[src/rtl/core/utf16le_to_utf8_transcoder_unit_macros.svh]
// ---------------------------------------------------------------------------
// utf16le_to_utf8_transcoder_unit assertion macros
// shared concurrent assertion forms for the transcoder modules
// ---------------------------------------------------------------------------
`ifndef UTF16LE_TO_UTF8_TRANSCODER_UNIT_MACROS_SVH
`define UTF16LE_TO_UTF8_TRANSCODER_UNIT_MACROS_SVH

// same-cycle implication, disabled while reset is asserted
`define U16U8_ASSERT_NOW(label, clk, rst_n, ante, cons, msg) \
    label: assert property (@(posedge clk) disable iff (!rst_n) (ante) |-> (cons)) \
        else $error(msg);

// next-cycle implication, disabled while reset is asserted
`define U16U8_ASSERT_NEXT(label, clk, rst_n, ante, cons, msg) \
    label: assert property (@(posedge clk) disable iff (!rst_n) (ante) |=> (cons)) \
        else $error(msg);

`endif

[src/rtl/core/u16u8_pkg.sv]
// ---------------------------------------------------------------------------
// u16u8_pkg
// types, constants and the code point encoder of the utf-16le to utf-8 unit
// ---------------------------------------------------------------------------
`default_nettype none

package u16u8_pkg;

    localparam int GROUP_MAX = 6;
    localparam int CNT_W     = 3;

    localparam logic [15:0] BOM_UNIT       = 16'hFEFF;
    localparam logic [15:0] SURR_HIGH_LO   = 16'hD800;
    localparam logic [15:0] SURR_HIGH_HI   = 16'hDBFF;
    localparam logic [15:0] SURR_LOW_LO    = 16'hDC00;
    localparam logic [15:0] SURR_LOW_HI    = 16'hDFFF;
    localparam logic [20:0] PLANE1_BASE    = 21'h10000;
    localparam logic [20:0] MAX_ONE_BYTE   = 21'h00007F;
    localparam logic [20:0] MAX_TWO_BYTE   = 21'h0007FF;
    localparam logic [20:0] MAX_THREE_BYTE = 21'h00FFFF;
    localparam logic [7:0]  LEAD2          = 8'hC0;
    localparam logic [7:0]  LEAD3          = 8'hE0;
    localparam logic [7:0]  LEAD4          = 8'hF0;
    localparam logic [7:0]  CONT           = 8'h80;

    // transcoder state
    typedef struct packed {
        logic       odd_phase;
        logic [7:0] held_low_byte;
        logic       surrogate_pending;
        logic [9:0] pending_high_bits;
        logic       at_first_unit;
    } u16u8_state_t;

    localparam u16u8_state_t STATE_RESET = '{
        odd_phase:         1'b0,
        held_low_byte:     8'h00,
        surrogate_pending: 1'b0,
        pending_high_bits: 10'h000,
        at_first_unit:     1'b1
    };

    // all bytes caused by one input byte, first byte in slot 0
    typedef struct packed {
        logic [GROUP_MAX-1:0][7:0] bytes;
        logic [CNT_W-1:0]          count;
    } u16u8_group_t;

    // utf-8 encoding of one code point
    typedef struct packed {
        logic [3:0][7:0]  b;
        logic [CNT_W-1:0] len;
    } u16u8_enc_t;

    function automatic u16u8_enc_t encode_cp(input logic [20:0] cp);
        u16u8_enc_t e;
        e = '0;
        if (cp <= MAX_ONE_BYTE)
        begin
            e.b[0] = cp[7:0];
            e.len  = 3'd1;
        end
        else if (cp <= MAX_TWO_BYTE)
        begin
            e.b[0] = LEAD2 | {3'b000, cp[10:6]};
            e.b[1] = CONT | {2'b00, cp[5:0]};
            e.len  = 3'd2;
        end
        else if (cp <= MAX_THREE_BYTE)
        begin
            e.b[0] = LEAD3 | {4'b0000, cp[15:12]};
            e.b[1] = CONT | {2'b00, cp[11:6]};
            e.b[2] = CONT | {2'b00, cp[5:0]};
            e.len  = 3'd3;
        end
        else
        begin
            e.b[0] = LEAD4 | {5'b00000, cp[20:18]};
            e.b[1] = CONT | {2'b00, cp[17:12]};
            e.b[2] = CONT | {2'b00, cp[11:6]};
            e.b[3] = CONT | {2'b00, cp[5:0]};
            e.len  = 3'd4;
        end
        return e;
    endfunction

endpackage

`default_nettype wire

[src/rtl/core/u16u8_decode.sv]
// ---------------------------------------------------------------------------
// u16u8_decode
// pairs bytes into code units, tracks surrogates, forms the output byte group
// ---------------------------------------------------------------------------
`default_nettype none

module u16u8_decode (
    input  wire logic                   [7:0] in_byte,
    input  wire logic                         stream_first,
    input  wire logic                         stream_last,
    input  wire u16u8_pkg::u16u8_state_t      state,
    output u16u8_pkg::u16u8_state_t           state_next,
    output u16u8_pkg::u16u8_group_t           group
);

    u16u8_pkg::u16u8_state_t st;
    u16u8_pkg::u16u8_enc_t   enc;
    u16u8_pkg::u16u8_enc_t   flush_enc;
    logic [15:0]             unit;
    logic                    is_low;
    logic                    is_high;
    logic                    flush_a;
    logic                    have_b;
    logic [20:0]             cp_b;

    // unit handling and state update
    always_comb
    begin
        st         = stream_first ? u16u8_pkg::STATE_RESET : state;
        state_next = st;
        unit       = {in_byte, st.held_low_byte};
        is_low     = (unit >= u16u8_pkg::SURR_LOW_LO) && (unit <= u16u8_pkg::SURR_LOW_HI);
        is_high    = (unit >= u16u8_pkg::SURR_HIGH_LO) && (unit <= u16u8_pkg::SURR_HIGH_HI);
        flush_a    = 1'b0;
        have_b     = 1'b0;
        cp_b       = '0;
        if (!st.odd_phase)
        begin
            state_next.odd_phase     = 1'b1;
            state_next.held_low_byte = in_byte;
        end
        else
        begin
            state_next.odd_phase     = 1'b0;
            state_next.held_low_byte = 8'h00;
            state_next.at_first_unit = 1'b0;
            // a leading byte-order mark is dropped
            if (!(st.at_first_unit && (unit == u16u8_pkg::BOM_UNIT)))
            begin
                if (st.surrogate_pending && is_low)
                begin
                    cp_b = u16u8_pkg::PLANE1_BASE
                           + {1'b0, st.pending_high_bits, unit[9:0]};
                    have_b = 1'b1;
                    state_next.surrogate_pending = 1'b0;
                    state_next.pending_high_bits = '0;
                end
                else
                begin
                    flush_a = st.surrogate_pending;
                    state_next.surrogate_pending = 1'b0;
                    state_next.pending_high_bits = '0;
                    if (is_high)
                    begin
                        state_next.surrogate_pending = 1'b1;
                        state_next.pending_high_bits = unit[9:0];
                    end
                    else
                    begin
                        cp_b   = {5'b00000, unit};
                        have_b = 1'b1;
                    end
                end
            end
        end
        // end of stream: flush a held surrogate, drop an odd byte
        if (stream_last)
        begin
            if (!st.odd_phase)
            begin
                flush_a = st.surrogate_pending;
            end
            else if (state_next.surrogate_pending)
            begin
                cp_b = {5'b00000, u16u8_pkg::SURR_HIGH_LO
                                  | {6'b000000, state_next.pending_high_bits}};
                have_b = 1'b1;
            end
            state_next = u16u8_pkg::STATE_RESET;
        end
    end

    assign enc       = u16u8_pkg::encode_cp(cp_b);
    assign flush_enc = u16u8_pkg::encode_cp({5'b00000, u16u8_pkg::SURR_HIGH_LO
                                             | {6'b000000, st.pending_high_bits}});

    // byte group assembly: old surrogate flush first, then the new encoding
    always_comb
    begin
        group.bytes = '0;
        if (flush_a)
        begin
            group.bytes[0] = flush_enc.b[0];
            group.bytes[1] = flush_enc.b[1];
            group.bytes[2] = flush_enc.b[2];
            group.bytes[3] = enc.b[0];
            group.bytes[4] = enc.b[1];
            group.bytes[5] = enc.b[2];
        end
        else
        begin
            group.bytes[0] = enc.b[0];
            group.bytes[1] = enc.b[1];
            group.bytes[2] = enc.b[2];
            group.bytes[3] = enc.b[3];
        end
        group.count = (flush_a ? 3'd3 : 3'd0) + (have_b ? enc.len : 3'd0);
    end

endmodule

`default_nettype wire

[src/rtl/core/u16u8_emit.sv]
// ---------------------------------------------------------------------------
// u16u8_emit
// result register: holds one byte group and sends it one byte per request
// ---------------------------------------------------------------------------
`default_nettype none

`include "utf16le_to_utf8_transcoder_unit_macros.svh"

module u16u8_emit (
    input  wire logic                         clk,
    input  wire logic                         rst_n,
    input  wire logic                         load,
    input  wire u16u8_pkg::u16u8_group_t      load_group,
    output logic                              load_ready,
    output logic                              m_axis_tvalid,
    input  wire logic                         m_axis_tready,
    output logic                        [7:0] m_axis_tdata,  // utf8_byte
    output logic                              m_axis_tlast   // run_last
);

    u16u8_pkg::u16u8_group_t         group_reg;
    logic                            valid_reg;
    logic [u16u8_pkg::CNT_W-1:0]     idx_reg;
    logic                            take;
    logic                            last_byte;

    assign last_byte     = (idx_reg == (group_reg.count - 3'd1));
    assign take          = valid_reg && m_axis_tready;
    assign load_ready    = !valid_reg || (take && last_byte);
    assign m_axis_tvalid = valid_reg;
    assign m_axis_tdata  = group_reg.bytes[idx_reg];
    assign m_axis_tlast  = last_byte;

    // group payload
    always_ff @(posedge clk)
    begin
        if (load && load_ready)
        begin
            group_reg <= load_group;
        end
    end

    // byte sequencing
    always_ff @(posedge clk or negedge rst_n)
    begin
        if (!rst_n)
        begin
            valid_reg <= 1'b0;
            idx_reg   <= '0;
        end
        else if (load && load_ready)
        begin
            valid_reg <= 1'b1;
            idx_reg   <= '0;
        end
        else if (take)
        begin
            if (last_byte)
            begin
                valid_reg <= 1'b0;
                idx_reg   <= '0;
            end
            else
            begin
                idx_reg <= idx_reg + 3'd1;
            end
        end
    end

    `U16U8_ASSERT_NOW(a_load_nonempty, clk, rst_n, load, load_group.count != 3'd0, "empty group loaded")
    `U16U8_ASSERT_NOW(a_idx_in_group, clk, rst_n, valid_reg, idx_reg < group_reg.count, "byte index past group end")
    `U16U8_ASSERT_NEXT(a_more_follow, clk, rst_n, take && !last_byte, valid_reg, "group cut short")

endmodule

`default_nettype wire

[src/rtl/core/utf16le_to_utf8_transcoder_unit.sv]
// ---------------------------------------------------------------------------
// utf16le_to_utf8_transcoder_unit
// converts a utf-16le byte stream into a utf-8 byte stream
// ---------------------------------------------------------------------------
// usage
//   slave channel takes one raw byte per request: tdata = in_byte, tuser marks
//   the first byte of a stream, tlast the final byte of a stream
//   master channel sends one utf-8 byte per request: tdata = utf8_byte, tlast
//   set on the last byte caused by one input byte
//   an accepted byte is held in the input register; its byte group is formed
//   and loaded into the result register once that register is free, which
//   then presents the first output byte
//   the result register sends one byte per cycle while the receiver is ready;
//   an input byte that yields n output bytes (0 to 6) keeps the result
//   register busy while the next byte waits in the input register; bytes
//   that yield nothing pass at one per cycle, so typical text is paced by
//   the one-byte output port
//   a stalled receiver holds the result register, then the input register,
//   then deasserts s_axis_tready; nothing is lost or repeated
//   reset empties both registers and returns the transcoder to stream start
// ---------------------------------------------------------------------------
`default_nettype none

`include "utf16le_to_utf8_transcoder_unit_macros.svh"

module utf16le_to_utf8_transcoder_unit (
    input  wire logic       clk,
    input  wire logic       rst_n,
    input  wire logic       s_axis_tvalid,
    output logic            s_axis_tready,
    input  wire logic [7:0] s_axis_tdata,   // in_byte
    input  wire logic       s_axis_tuser,   // stream_first
    input  wire logic       s_axis_tlast,   // stream_last
    output logic            m_axis_tvalid,
    input  wire logic       m_axis_tready,
    output logic      [7:0] m_axis_tdata,   // utf8_byte
    output logic            m_axis_tlast    // run_last
);

    logic                    in_valid_reg;
    logic [7:0]              in_byte_reg;
    logic                    first_reg;
    logic                    last_reg;
    u16u8_pkg::u16u8_state_t state_reg;
    u16u8_pkg::u16u8_state_t state_next;
    u16u8_pkg::u16u8_group_t group;
    logic                    emit_ready;
    logic                    consume;
    logic                    load;

    assign load          = in_valid_reg && (group.count != 3'd0) && emit_ready;
    assign consume       = in_valid_reg && ((group.count == 3'd0) || emit_ready);
    assign s_axis_tready = !in_valid_reg || consume;

    // input register payload
    always_ff @(posedge clk)
    begin
        if (s_axis_tvalid && s_axis_tready)
        begin
            in_byte_reg <= s_axis_tdata;
            first_reg   <= s_axis_tuser;
            last_reg    <= s_axis_tlast;
        end
    end

    // input register valid and transcoder state
    always_ff @(posedge clk or negedge rst_n)
    begin
        if (!rst_n)
        begin
            in_valid_reg <= 1'b0;
            state_reg    <= u16u8_pkg::STATE_RESET;
        end
        else
        begin
            if (s_axis_tready)
            begin
                in_valid_reg <= s_axis_tvalid;
            end
            if (consume)
            begin
                state_reg <= state_next;
            end
        end
    end

    u16u8_decode u_decode (
        .in_byte      (in_byte_reg),
        .stream_first (first_reg),
        .stream_last  (last_reg),
        .state        (state_reg),
        .state_next   (state_next),
        .group        (group)
    );

    u16u8_emit u_emit (
        .clk           (clk),
        .rst_n         (rst_n),
        .load          (load),
        .load_group    (group),
        .load_ready    (emit_ready),
        .m_axis_tvalid (m_axis_tvalid),
        .m_axis_tready (m_axis_tready),
        .m_axis_tdata  (m_axis_tdata),
        .m_axis_tlast  (m_axis_tlast)
    );

    `U16U8_ASSERT_NEXT(a_end_resets, clk, rst_n, consume && last_reg, state_reg == u16u8_pkg::STATE_RESET, "state not cleared after stream end")
    `U16U8_ASSERT_NOW(a_first_no_pending, clk, rst_n, state_reg.at_first_unit, !state_reg.surrogate_pending, "surrogate held before first unit")
    `U16U8_ASSERT_NEXT(a_item_held, clk, rst_n, in_valid_reg && !consume, in_valid_reg && $stable(in_byte_reg), "input item lost while stalled")

endmodule

`default_nettype wire
[config.mk]
export PLATFORM = sky130hd
export DESIGN_NAME = utf16le_to_utf8_transcoder_unit
export DESIGN_NICKNAME = d
export VERILOG_FILES = /design/src/rtl/core/u16u8_pkg.sv /design/src/rtl/core/u16u8_decode.sv /design/src/rtl/core/u16u8_emit.sv /design/src/rtl/core/utf16le_to_utf8_transcoder_unit.sv
export VERILOG_INCLUDE_DIRS = /design/src /design/src/rtl/core
export SDC_FILE = /design/constraint.sdc
export NUM_CORES = 1
export LEC_CHECK = 0
export BUFFER_PORTS_ARGS = -buffer_cell sky130_fd_sc_hd__buf_4
export CORE_ASPECT_RATIO = 0.8
export CORE_MARGIN = 2
export CORE_UTILIZATION = 45
export DETAILED_ROUTE_END_ITERATION = 6
export GPL_ROUTABILITY_DRIVEN = 0
export PLACE_DENSITY = 0.73
export SYNTH_ARGS = -nofsm -noshare
export SYNTH_HDL_FRONTEND = slang
export SYNTH_SLANG_ARGS = --single-unit
[constraint.sdc]
create_clock -name clk -period 7.8 [get_ports clk]
set_clock_uncertainty 0.2 [all_clocks]
set_input_delay 0.78 -clock clk [delete_from_list [all_inputs] [get_ports clk]]
set_output_delay 0.78 -clock clk [all_outputs]
set_load 0.03 [all_outputs]
==> After elaboration in Yosys (flattened, before gate mapping) <==
Index checks and enable logic that the tools add are counted.
{ "word_totals": {"ff_bits": 87, "input_bits": 14, "out_inout_bits": 11, "elab_cells": 102} }
{ "op_classes": {"n_addsub": 4, "order_cmp": 10, "n_eq_ne": 2, "n_mux": 47, "n_reduce_logical": 21} }
{ "ops": {"columns": ["operator", "count"], "rows": [
  ["two-way mux 21 bit", 8],
  ["two-way mux 11 bit", 5],
  ["two-way mux 16 bit", 3],
  [">= comparator 16 bit (second input constant)", 2],
  ["less-or-equal comparator 16 bit (second input constant)", 2],
  ["two-way mux 32 bit", 1],
  ["two-way mux 25 bit", 1],
  ["binary-select mux 8 bit (select 3 bit)", 1],
  ["two-way mux 24 bit", 1],
  ["two-way mux 8 bit", 3],
  ["adder 17 x 20 -> 21 bit (first input constant)", 1],
  ["less-or-equal comparator 21 x 11 -> 1 bit (second input constant)", 1],
  ["less-or-equal comparator 21 x 16 -> 1 bit (second input constant)", 1],
  ["less-or-equal comparator 21 x 7 -> 1 bit (second input constant)", 1],
  ["two-way mux 19 bit", 1],
  ["two-way mux 17 bit", 1],
  ["== test 16 bit (second input constant)", 1],
  ["less-or-equal comparator 16 x 11 -> 1 bit (second input constant)", 1],
  ["less-or-equal comparator 16 x 7 -> 1 bit (second input constant)", 1],
  ["two-way mux 1 bit", 15],
  ["two-way mux 12 bit", 1],
  ["two-way mux 3 bit", 4],
  ["logical AND 1 bit", 11],
  ["two-way mux 9 bit", 1],
  ["12 further kinds", 16]
]} }

==> Logic depth before layout (Yosys ltp) <==
Gate-level depths: netlist (run 1).
{ "depth": {"ltp_word": 22, "mapped_depth": 19, "ltp_nobuf": 17} }

==> By module <==
Synthesis (run 1) repeated with hierarchy kept, for this count alone.
{ "hier_totals": {"hier_cells": 483, "hier_area_um2": 5337.6} }
{ "modules_own_cells": {"columns": ["module", "n_inst", "cells_per_inst", "area_per_inst_um2", "seq_area_each_um2"], "rows": [
  ["u16u8_emit", 1, 117, 2193.4, 1631.6],
  ["u16u8_decode", 1, 304, 1905.6, 0.0],
  ["utf16le_to_utf8_transcoder_unit", 1, 62, 1238.7, 852.1]
]} }

==> Worst setup path before layout (run 1) <==
No wires, ideal clock.
{ "synth_timing": {"kind": "register -> register", "start": "register first_reg", "end": "register u_emit.group_reg[0] (netlist name) (enable)", "setup_time_ns": 0.472, "arrival_time_ns": 5.563, "required_ns": 7.128, "setup_slack_ns": 1.565, "path_stages_with_launch": 18, "n_path_buf": 2, "synth_period_minus_slack_ns": 6.235, "cell_sequence": "edfxtp_1 > buf_6 > nand2b_1 > inv_1 > ha_1 > or2_0 > a211oi_1 > a21oi_2 > a211oi_2 > o21ai_2 > nor2_2 > buf_4 > nor3_1 > fa_1 > xnor2_2 > nor3_4 > nand2b_1 > a21oi_1"} }
{ "synth_lines": {"columns": ["item", "line", "rtl"], "rows": [
  ["start, declared", "utf16le_to_utf8_transcoder_unit.sv:42", "logic first_reg;"],
  ["start signal, assigned", "utf16le_to_utf8_transcoder_unit.sv:61", "first_reg <= s_axis_tuser;"],
  ["end signal, assigned", "u16u8_emit.sv:39", "group_reg <= load_group;"],
  ["end, declared", "u16u8_emit.sv:21", "u16u8_pkg::u16u8_group_t group_reg;"]
]} }

==> PnR_summary.wiki, run 1 <==
{| class="wikitable"
! Metric !! Value
|-
| Number of buffers added to fix hold violations after cts || 0
|-
| Post-synthesis instance area || about 4800 um2
|-
| Worst slack at placement || roughly 2.4 ns
|-
| Height of the die || between 90 and 100 um
|-
| Met1 Wirelength || just over 5 mm
|-
| Data arrival time of the critical path || ~4.8 ns
|-
| Final number of setup-violating endpoints || 0
|-
| Type of destination of the critical path || primary output
|-
| Worst Hold Class || primary input to asynchronous set/reset pin
|-
| Syn_nets || between 400 and 500
|-
| CTS-repair resized insts || 0
|-
| Port Buf Inserts || 24
|-
| Total Wirelength || around 12 mm
|-
| Clk pin slew, worst setup/hold paths || about 0.070 ns
|-
| Die Span X || ~120 um
|-
| Setup repair after global routing missed its margin || no
|-
| Sequential cell area fraction in the yosys report || 49.5%
|-
| Data required time of the critical path || around 7 ns
|-
| Synthesis Warnings || 0
|-
| Synthesis-to-layout area growth || 11.9%
|-
| Average wire length per cell after detail routing || 19.0 um
|-
| Ant diodes || 0
|-
| Global-route wire length before repair || about 19 mm
|-
| Effective utilization at floorplan || 46.4%
|-
| Num rows || 33
|-
| Slew Viols, Final || 0
|-
| Detailed route wirelength on metal2 || about 5.1 mm
|-
| Worst vdd rail ir drop || 0.161 mV
|-
| CTS tree || done
|-
| Flop and latch count out of synthesis || 83
|-
| Global-route usage over all layers || between 20% and 30%
|-
| Startpoint of the lowest-slack register-to-register path || first_reg
|-
| Destination of the worst register-to-register timing path || in_byte_reg[3]
|-
| Depth of the worst register-to-register path || 16
|-
| Total negative slack || 0 ns
|-
| Inserted Clock Buffers || 9
|-
| Final worst path period share || 73.6%
|-
| Number of flip-flops under the largest register name || 47
|-
| Post-route DRC || 0
|-
| Final critical delay including setup and external delays || 5.74 ns
|-
| Number of synthesized flops with an enable pin || 57
|-
| CTS root buf || sky130_fd_sc_hd__clkbuf_16
|-
| Setup Buffers After CTS || 0
|-
| Layout net count || between 400 and 500
|-
| Slack of the worst reg-to-reg path || between 2 and 2.5 ns
|-
| Number of antenna violations at the first check in global routing || 0
|-
| Die area || roughly 11000 um2
|-
| Worst slew slack as a fraction of its limit || approximately a third
|-
| Result of the run || complete, no violations
|-
| Largest net degree at the start of global routing || between 50 and 60
|-
| Deepest clock path buffer count || 2
|-
| Core area || ~10000 um2
|-
| Final HPWL from detailed placement || 8.55 mm
|-
| Number of clock sinks || 83
|-
| DR pass1 iterations || 6
|-
| Post-synth top flop || sky130_fd_sc_hd__edfxtp_1
|-
| Leakage power summed over all cells || 1.98 nW
|-
| Via density per instance || just over 6
|-
| Distinct cell type count of the synthesized netlist || 74
|-
| Remaining number of nets flagged by the antenna check after routing || 0
|-
| Ratio of total power to cell area || around 310 nW/um2
|-
| Max-cap viol count || 0
|-
| Highest signal layer in the routed design || met4
|-
| Detailed-routed wire length on met3 || 1.18 mm
|-
| Critical Path Start Type || flip-flop
|-
| Cell count after synthesis || around 460
|-
| Category of the most critical setup path || flip-flop to primary output
|-
| Layout fillers || 922
|-
| Fraction of final layout cells with drive strength greater than 1 || between 15 and 20%
|-
| Transition time at the pin with the least slew margin || 1.02 ns
|-
| Via count of the first global-routing pass || approximately 3400
|-
| Largest fanout of any net on the critical path || 12
|-
| Worst-skew pair later-pin latency || roughly 0.35 ns
|-
| Post-Syn Area per Cell || 10.4 um2
|-
| H-tree level count || 3
|-
| Smallest setup slack after layout || about 2.1 ns
|-
| Count of boundary I/O pins || 25
|-
| Share of flip-flops with an asynchronous set or reset after synthesis || 31.3%
|-
| Max Fclk || around 170 MHz
|-
| Final hold vios || 0
|-
| Overflow left after global routing || 0
|-
| First DRT Iteration DRCs || between 400 and 500
|-
| Vias after detailed routing || approximately 3800
|}
## kinds of logic (layout without fill, tap and decap cells)
logic type / after synthesis / count (layout) / share of synthesized area (%)
AOI/OAI and AO/OA: 135 / 135 / 19.7
xor gates and xnor gates: 6 / 6 / 1.26
adders and majority gates: 5 / 5 / 1.47
buffers and inverters: 44 / 63 / 4.27
DFF: 83 / 83 / 49.5
muxes: 18 / 18 / 5.69
and+or+nand+nor: 166 / 166 / 18.0
## per-layer routing
layer,track usage [%],vias up
li1,-,1745
met3,6.99,42
met2,33.0,203
met1,30.2,1851
met5,0,-
met4,5.75,0
## critical path, stage by stage, from the launching register on
cell	delay (ns)
sky130_fd_sc_hd__edfxtp_1	0.55
sky130_fd_sc_hd__nand2b_1	0.28
sky130_fd_sc_hd__inv_1	0.07
sky130_fd_sc_hd__ha_1	0.25
sky130_fd_sc_hd__or2_0	0.26
sky130_fd_sc_hd__a211oi_1	0.39
sky130_fd_sc_hd__a21oi_2	0.24
sky130_fd_sc_hd__a211oi_2	0.29
sky130_fd_sc_hd__o21ai_2	0.18
sky130_fd_sc_hd__nor2_2	0.42
sky130_fd_sc_hd__nor3_1	0.14
sky130_fd_sc_hd__fa_1	0.45
sky130_fd_sc_hd__xnor2_2	0.24
sky130_fd_sc_hd__nor3_4	0.06
sky130_fd_sc_hd__nand2b_1	0.20
sky130_fd_sc_hd__nor2_1	0.18
sky130_fd_sc_hd__inv_1	0.07
sky130_fd_sc_hd__buf_4	0.17
## how the worst max path moves through the flow
stage / startpoint / endpoint / slack (ns) / cells after the start
4_1_cts: first_reg / s_axis_tready / 2.15 / 17
6_report: first_reg / s_axis_tready / 2.06 / 17
5_1_grt: first_reg / s_axis_tready / 1.77 / 17
3_3_place_gp: first_reg / in_byte_reg[2] / 2.68 / 16
3_5_place_dp: first_reg / in_byte_reg[3] / 2.44 / 16
2_1_floorplan: first_reg / u_emit.group_reg[0] / 1.56 / 17
## per-stage QoR
step | hold slack, ns | util [%] | std cells | power [W] | area [um2]
floorplan | 0.271 | - | 457 | 0.00108 | 4770
global placement | 0.286 | 48.9 | 600 | 0.00124 | 5030
detailed placement | 0.320 | 48.9 | 600 | 0.00125 | 5030
CTS | 0.138 | 51.9 | 616 | 0.00167 | 5340
global route | 0.152 | 51.9 | 616 | 0.00176 | 5340
finish | 0.133 | 51.9 | 616 | 0.00167 | 5340
## power by group
| group | internal (W) | switching [W] | total (W) |
|---|---|---|---|
| Clock | 0.000246 | 0.000179 | 0.000425 |
| Sequential | 0.000564 | 0.0000777 | 0.000642 |
| Combinational | 0.000225 | 0.000381 | 0.000606 |
## final cells by class
type	instances	area (um2)	area share (%)
clock buffers	11	264	4.95
clock inverters	5	41.3	0.774
repair buffers	27	203	3.80
flip-flops and latches	83	2360	44.3
well taps	140	175	3.28
inverters	20	75.1	1.41
multi-input cells	330	2210	41.5
## cell usage in the layout (no fill, tap or decap), types with 5 or more instances in the layout
| master | n |
|---|---|
| sky130_fd_sc_hd__nand2_1 | 56 |
| sky130_fd_sc_hd__nand2b_1 | 7 |
| sky130_fd_sc_hd__a22o_1 | 10 |
| sky130_fd_sc_hd__clkbuf_16 | 10 |
| sky130_fd_sc_hd__nor3_1 | 8 |
| sky130_fd_sc_hd__xnor2_1 | 5 |
| sky130_fd_sc_hd__nand3_1 | 9 |
| sky130_fd_sc_hd__o21ai_0 | 23 |
| sky130_fd_sc_hd__o21ai_1 | 11 |
| sky130_fd_sc_hd__dfrtp_1 | 25 |
| sky130_fd_sc_hd__o21a_1 | 5 |
| sky130_fd_sc_hd__mux2i_1 | 8 |
| sky130_fd_sc_hd__a21oi_1 | 28 |
| sky130_fd_sc_hd__mux4_2 | 7 |
| sky130_fd_sc_hd__buf_4 | 27 |
| sky130_fd_sc_hd__nor2_1 | 39 |
| sky130_fd_sc_hd__o22ai_1 | 12 |
| sky130_fd_sc_hd__o31ai_1 | 5 |
| sky130_fd_sc_hd__inv_1 | 20 |
| sky130_fd_sc_hd__edfxtp_1 | 57 |
| sky130_fd_sc_hd__nor2b_1 | 9 |
## cell usage after synthesis (4+ instances only)
master | count | area, um2
sky130_fd_sc_hd__and2_1 | 4 | 25.0
sky130_fd_sc_hd__nand3_1 | 9 | 45.0
sky130_fd_sc_hd__nor2b_1 | 9 | 56.3
sky130_fd_sc_hd__o22ai_1 | 12 | 75.1
sky130_fd_sc_hd__a2bb2oi_1 | 4 | 35.0
sky130_fd_sc_hd__o21ai_0 | 23 | 115
sky130_fd_sc_hd__xnor2_1 | 5 | 43.8
sky130_fd_sc_hd__o21a_1 | 5 | 37.5
sky130_fd_sc_hd__a21o_1 | 4 | 30.0
sky130_fd_sc_hd__nand2b_1 | 7 | 43.8
sky130_fd_sc_hd__nor3_1 | 8 | 40.0
sky130_fd_sc_hd__o21ai_1 | 11 | 55.1
sky130_fd_sc_hd__o31ai_1 | 5 | 37.5
sky130_fd_sc_hd__mux2i_1 | 8 | 80.1
sky130_fd_sc_hd__clkbuf_1 | 7 | 26.3
sky130_fd_sc_hd__a311oi_1 | 4 | 35.0
sky130_fd_sc_hd__a22o_1 | 10 | 87.6
sky130_fd_sc_hd__edfxtp_1 | 57 | 1710
sky130_fd_sc_hd__nor2_1 | 39 | 146
sky130_fd_sc_hd__buf_2 | 10 | 50.1
sky130_fd_sc_hd__nand4_1 | 4 | 25.0
sky130_fd_sc_hd__mux4_2 | 7 | 158
sky130_fd_sc_hd__inv_1 | 20 | 75.1
sky130_fd_sc_hd__a21oi_1 | 29 | 145
sky130_fd_sc_hd__nand3b_1 | 4 | 30.0
sky130_fd_sc_hd__ha_1 | 4 | 50.1
sky130_fd_sc_hd__dfrtp_1 | 25 | 626
sky130_fd_sc_hd__nand2_1 | 56 | 210
(Power assumes the default switching activity.)
==> run 2, diff against run 1 <==
- ABC_AREA: default -> 1
- clock period: 7.8 -> 5.51 ns (I/O delays scaled with it)
==> PnR_summary.wiki, run 2 <==
{| class="wikitable"
! Metric !! Value
|-
| Startpoint of the lowest-slack register-to-register path || first_reg
|-
| Depth of the critical timing path with buffers and inverters included || 17
|-
| Cell with the most instances after synthesis || sky130_fd_sc_hd__nand2_1
|-
| Sequential cell area fraction in the yosys report || between 40 and 50%
|-
| Fraction of final layout cells with drive strength greater than 1 || 11.1%
|-
| Largest fanout of any net on the critical path || 13
|-
| CTS root buf || sky130_fd_sc_hd__clkbuf_16
|-
| Share of flip-flops with an asynchronous set or reset after synthesis || around 31%
|-
| Result of the run || complete, no violations
|-
| Core area || 10400 um2
|-
| Final HPWL from detailed placement || 9.04 mm
|-
| Category of the most critical setup path || flip-flop to primary output
|-
| Inserted Clock Buffers || 9
|-
| Data arrival time of the critical path || between 4 and 5 ns
|-
| Final hold vios || 0
|-
| Top cell family by delay on the critical path || simple AND/OR/NAND/NOR gates
|-
| Portion of synthesized cell area occupied by the leading cell type || between 30% and 40%
|-
| Setup repair after global routing missed its margin || no
|-
| Slew Viols, Final || 0
|-
| Total Wirelength || approximately 13 mm
|-
| Deepest clock path buffer count || 2
|-
| Post-route DRC || 0
|-
| Delay of the slowest critical-path stage || about 0.52 ns
|-
| H-tree level count || 3
|-
| Startpoint of the most critical hold path || s_axis_tdata[0]
|-
| Worst vdd rail ir drop || roughly 0.21 mV
|-
| Number of antenna violations at the first check in global routing || 0
|-
| Via density per instance || around 5.7
|-
| Clk pin slew, worst setup/hold paths || about 0.060 ns
|-
| Syn_nets || between 600 and 700
|-
| Port Buf Inserts || 24
|-
| Global-route usage over all layers || 22.9%
|-
| Cell types with the largest area share after synthesis || sky130_fd_sc_hd__edfxtp_1 (35%), sky130_fd_sc_hd__nand2_1 (13%), sky130_fd_sc_hd__dfrtp_1 (13%)
|-
| Commonest non-fill, non-tap cells in the layout || sky130_fd_sc_hd__nand2_1 (169), sky130_fd_sc_hd__nor2_1 (68), sky130_fd_sc_hd__o21ai_0 (62)
|-
| Worst-skew pair later-pin latency || ~0.34 ns
|-
| Cell-by-cell trace of the critical path || inv_4, nand2_1, inv_2, nand3_2, nand3_1, nand2_1, nand2_1, nand2_1, nor3_4, nand2_2, a21oi_1, ha_1, fa_1, nor2_1, nand3_1, nand3_1, buf_4
|-
| First DRT Iteration DRCs || between 700 and 800
|-
| Overflow left after global routing || 0
|-
| Post-synth top flop || sky130_fd_sc_hd__edfxtp_1
|-
| Average wire length per cell after detail routing || ~16 um
|-
| CTS tree || done
|-
| Leakage power summed over all cells || approximately 2.4 nW
|-
| Effective utilization at floorplan || around 47%
|-
| Vias after detailed routing || between 4000 and 5000
|-
| Buffers and inverters on the worst path || 3
|-
| Number of synthesized flops with an enable pin || 57
|-
| Total negative slack || 0 ns
|-
| Most frequent standard cell in the layout excluding fill and tap cells || sky130_fd_sc_hd__nand2_1
|-
| Global-route wire length before repair || ~21 mm
|-
| Max Fclk || roughly 200 MHz
|-
| Layout net count || 651
|-
| Number of clock sinks || a little over 80
|-
| Ant diodes || 0
|-
| Critical Path Start Type || flip-flop
|-
| Remaining number of nets flagged by the antenna check after routing || 0
|-
| Met1 Wirelength || approximately 5.4 mm
|-
| Final worst path period share || 92.0%
|-
| Worst Hold Class || primary input to flip-flop
|-
| Transition time at the pin with the least slew margin || between 0.7 and 0.8 ns
|-
| Height of the die || approximately 97 um
|-
| Type of destination of the critical path || primary output
|-
| Worst slew slack as a fraction of its limit || slightly above 50%
|-
| Via count of the first global-routing pass || around 4200
|-
| Num rows || 33
|-
| CP max stage cell || sky130_fd_sc_hd__edfxtp_1
|-
| Post-Syn Area per Cell || between 7 and 8 um2
|-
| Die area || between 10000 and 15000 um2
|-
| DR pass1 iterations || 7
|-
| Setup Buffers After CTS || 0
|-
| Data required time of the critical path || between 4 and 5 ns
|-
| Commonest cells in the netlist || sky130_fd_sc_hd__nand2_1 (169), sky130_fd_sc_hd__nor2_1 (68), sky130_fd_sc_hd__o21ai_0 (62)
|-
| Most Frequent Cell on Critical Path || sky130_fd_sc_hd__nand2_1
|-
| Cell count after synthesis || roughly 610
|-
| Synthesis-to-layout area growth || 11.5%
|-
| Die Span X || ~120 um
|-
| Final number of setup-violating endpoints || 0
|-
| Depth of the worst register-to-register path || 18
|-
| Final core area utilization || 52.2%
|-
| Count of boundary I/O pins || 25
|-
| Synthesis Warnings || 0
|-
| Flop and latch count out of synthesis || 83
|-
| Detailed route wirelength on metal2 || between 5 and 6 mm
|-
| Distinct cell type count of the synthesized netlist || a little over 40
|-
| Synth area leader || sky130_fd_sc_hd__edfxtp_1
|-
| Start point of the critical path || first_reg
|-
| Ratio of total power to cell area || a little over 600 nW/um2
|-
| Post-synthesis instance area || around 4800 um2
|-
| Max-cap viol count || 0
|-
| Final critical delay including setup and external delays || approximately 5.1 ns
|-
| Number of flip-flops under the largest register name || 47
|-
| Detailed-routed wire length on met3 || 1.28 mm
|-
| Largest net degree at the start of global routing || 48
|-
| Number of cells on the worst hold path || 1
|-
| Highest signal layer in the routed design || met4
|}
[run 2: cell types whose count changed in the layout (fill, tap and decap cells not counted), moves of 10 or more]
cell / change
sky130_fd_sc_hd__a22o_1: -10
sky130_fd_sc_hd__inv_1: +36
sky130_fd_sc_hd__nand2_1: +113
sky130_fd_sc_hd__nand3_1: +40
sky130_fd_sc_hd__nor2_1: +29
sky130_fd_sc_hd__o21ai_0: +39
[run 2: cell families after synthesis]
group | share of synthesized area (%)
buffers and inverters | 7.72
DFF | 48.8
xor gates and xnor gates | 0.542
adders and majority gates | 1.45
AOI/OAI and AO/OA | 13.7
and+or+nand+nor | 27.9
[run 2: per-stage QoR]
step	area (um2)	power, W	worst slack [ns]	cells	hold slack [ns]
floorplan	4850	0.00234	1.03	613	0.0554
global placement	5130	0.00274	0.985	760	0.275
detailed placement	5130	0.00278	0.846	760	0.278
CTS	5410	0.00334	0.552	777	0.180
global route	5410	0.00361	0.109	777	0.180
finish	5410	0.00336	0.440	777	0.189
[run 2: path summary, 6_finish.rpt]
kind | endpoint | slack [ns]
max in group asynchronous | state_reg[0] | 4.36
min in group asynchronous | state_reg[9] | 0.46
max reg2reg | in_byte_reg[7] | 0.72
max | s_axis_tready | 0.44
min reg2reg | state_reg[20] | 0.29
min | in_byte_reg[0] | 0.19
[run 2: final cells by class]
class | count | area, um2
clock buffer | 10 | 229
clock inverter | 6 | 40.0
fill | 984 | 4960
inverter | 65 | 246
multi-input combinational | 441 | 2110
sequential | 83 | 2360
tap | 140 | 175
timing repair buffer | 32 | 243
[run 2: power breakdown]
part / total, W / leakage (nW) / switching (W) / internal [W]
combinational: 0.00167 / 1.40 / 0.00119 / 0.000480
clock: 0.000551 / 0.133 / 0.000246 / 0.000305
sequential: 0.00114 / 0.876 / 0.000145 / 0.000991
total: 0.00336 / 2.41 / 0.00159 / 0.00178
[run 2: what timing repair did]
action                    in CTS  in global routing
hold buffers                   1                  0
hold endpoints to repair      25                  0
resized for setup              0                  0
[run 2: worst register-to-register path, stage by stage, from the launching register on]
cell,delay (ns)
sky130_fd_sc_hd__edfxtp_1,0.52
sky130_fd_sc_hd__inv_4,0.17
sky130_fd_sc_hd__nand2_1,0.23
sky130_fd_sc_hd__inv_2,0.24
sky130_fd_sc_hd__nand3_2,0.28
sky130_fd_sc_hd__nand3_1,0.22
sky130_fd_sc_hd__nand2_1,0.09
sky130_fd_sc_hd__nand2_1,0.10
sky130_fd_sc_hd__nand2_1,0.09
sky130_fd_sc_hd__nor3_4,0.33
sky130_fd_sc_hd__nand2_2,0.26
sky130_fd_sc_hd__a21oi_1,0.27
sky130_fd_sc_hd__ha_1,0.20
sky130_fd_sc_hd__fa_1,0.43
sky130_fd_sc_hd__nor2_1,0.10
sky130_fd_sc_hd__nand3_1,0.12
sky130_fd_sc_hd__nand3_1,0.14
sky130_fd_sc_hd__nand2_1,0.13
sky130_fd_sc_hd__inv_1,0.32
[run 2: per-layer routing]
layer | vias up | GRT usage, %
li1 | 2093 | -
met1 | 2031 | 31.4
met2 | 249 | 34.7
met3 | 48 | 5.78
met4 | 0 | 9.23
met5 | - | 0
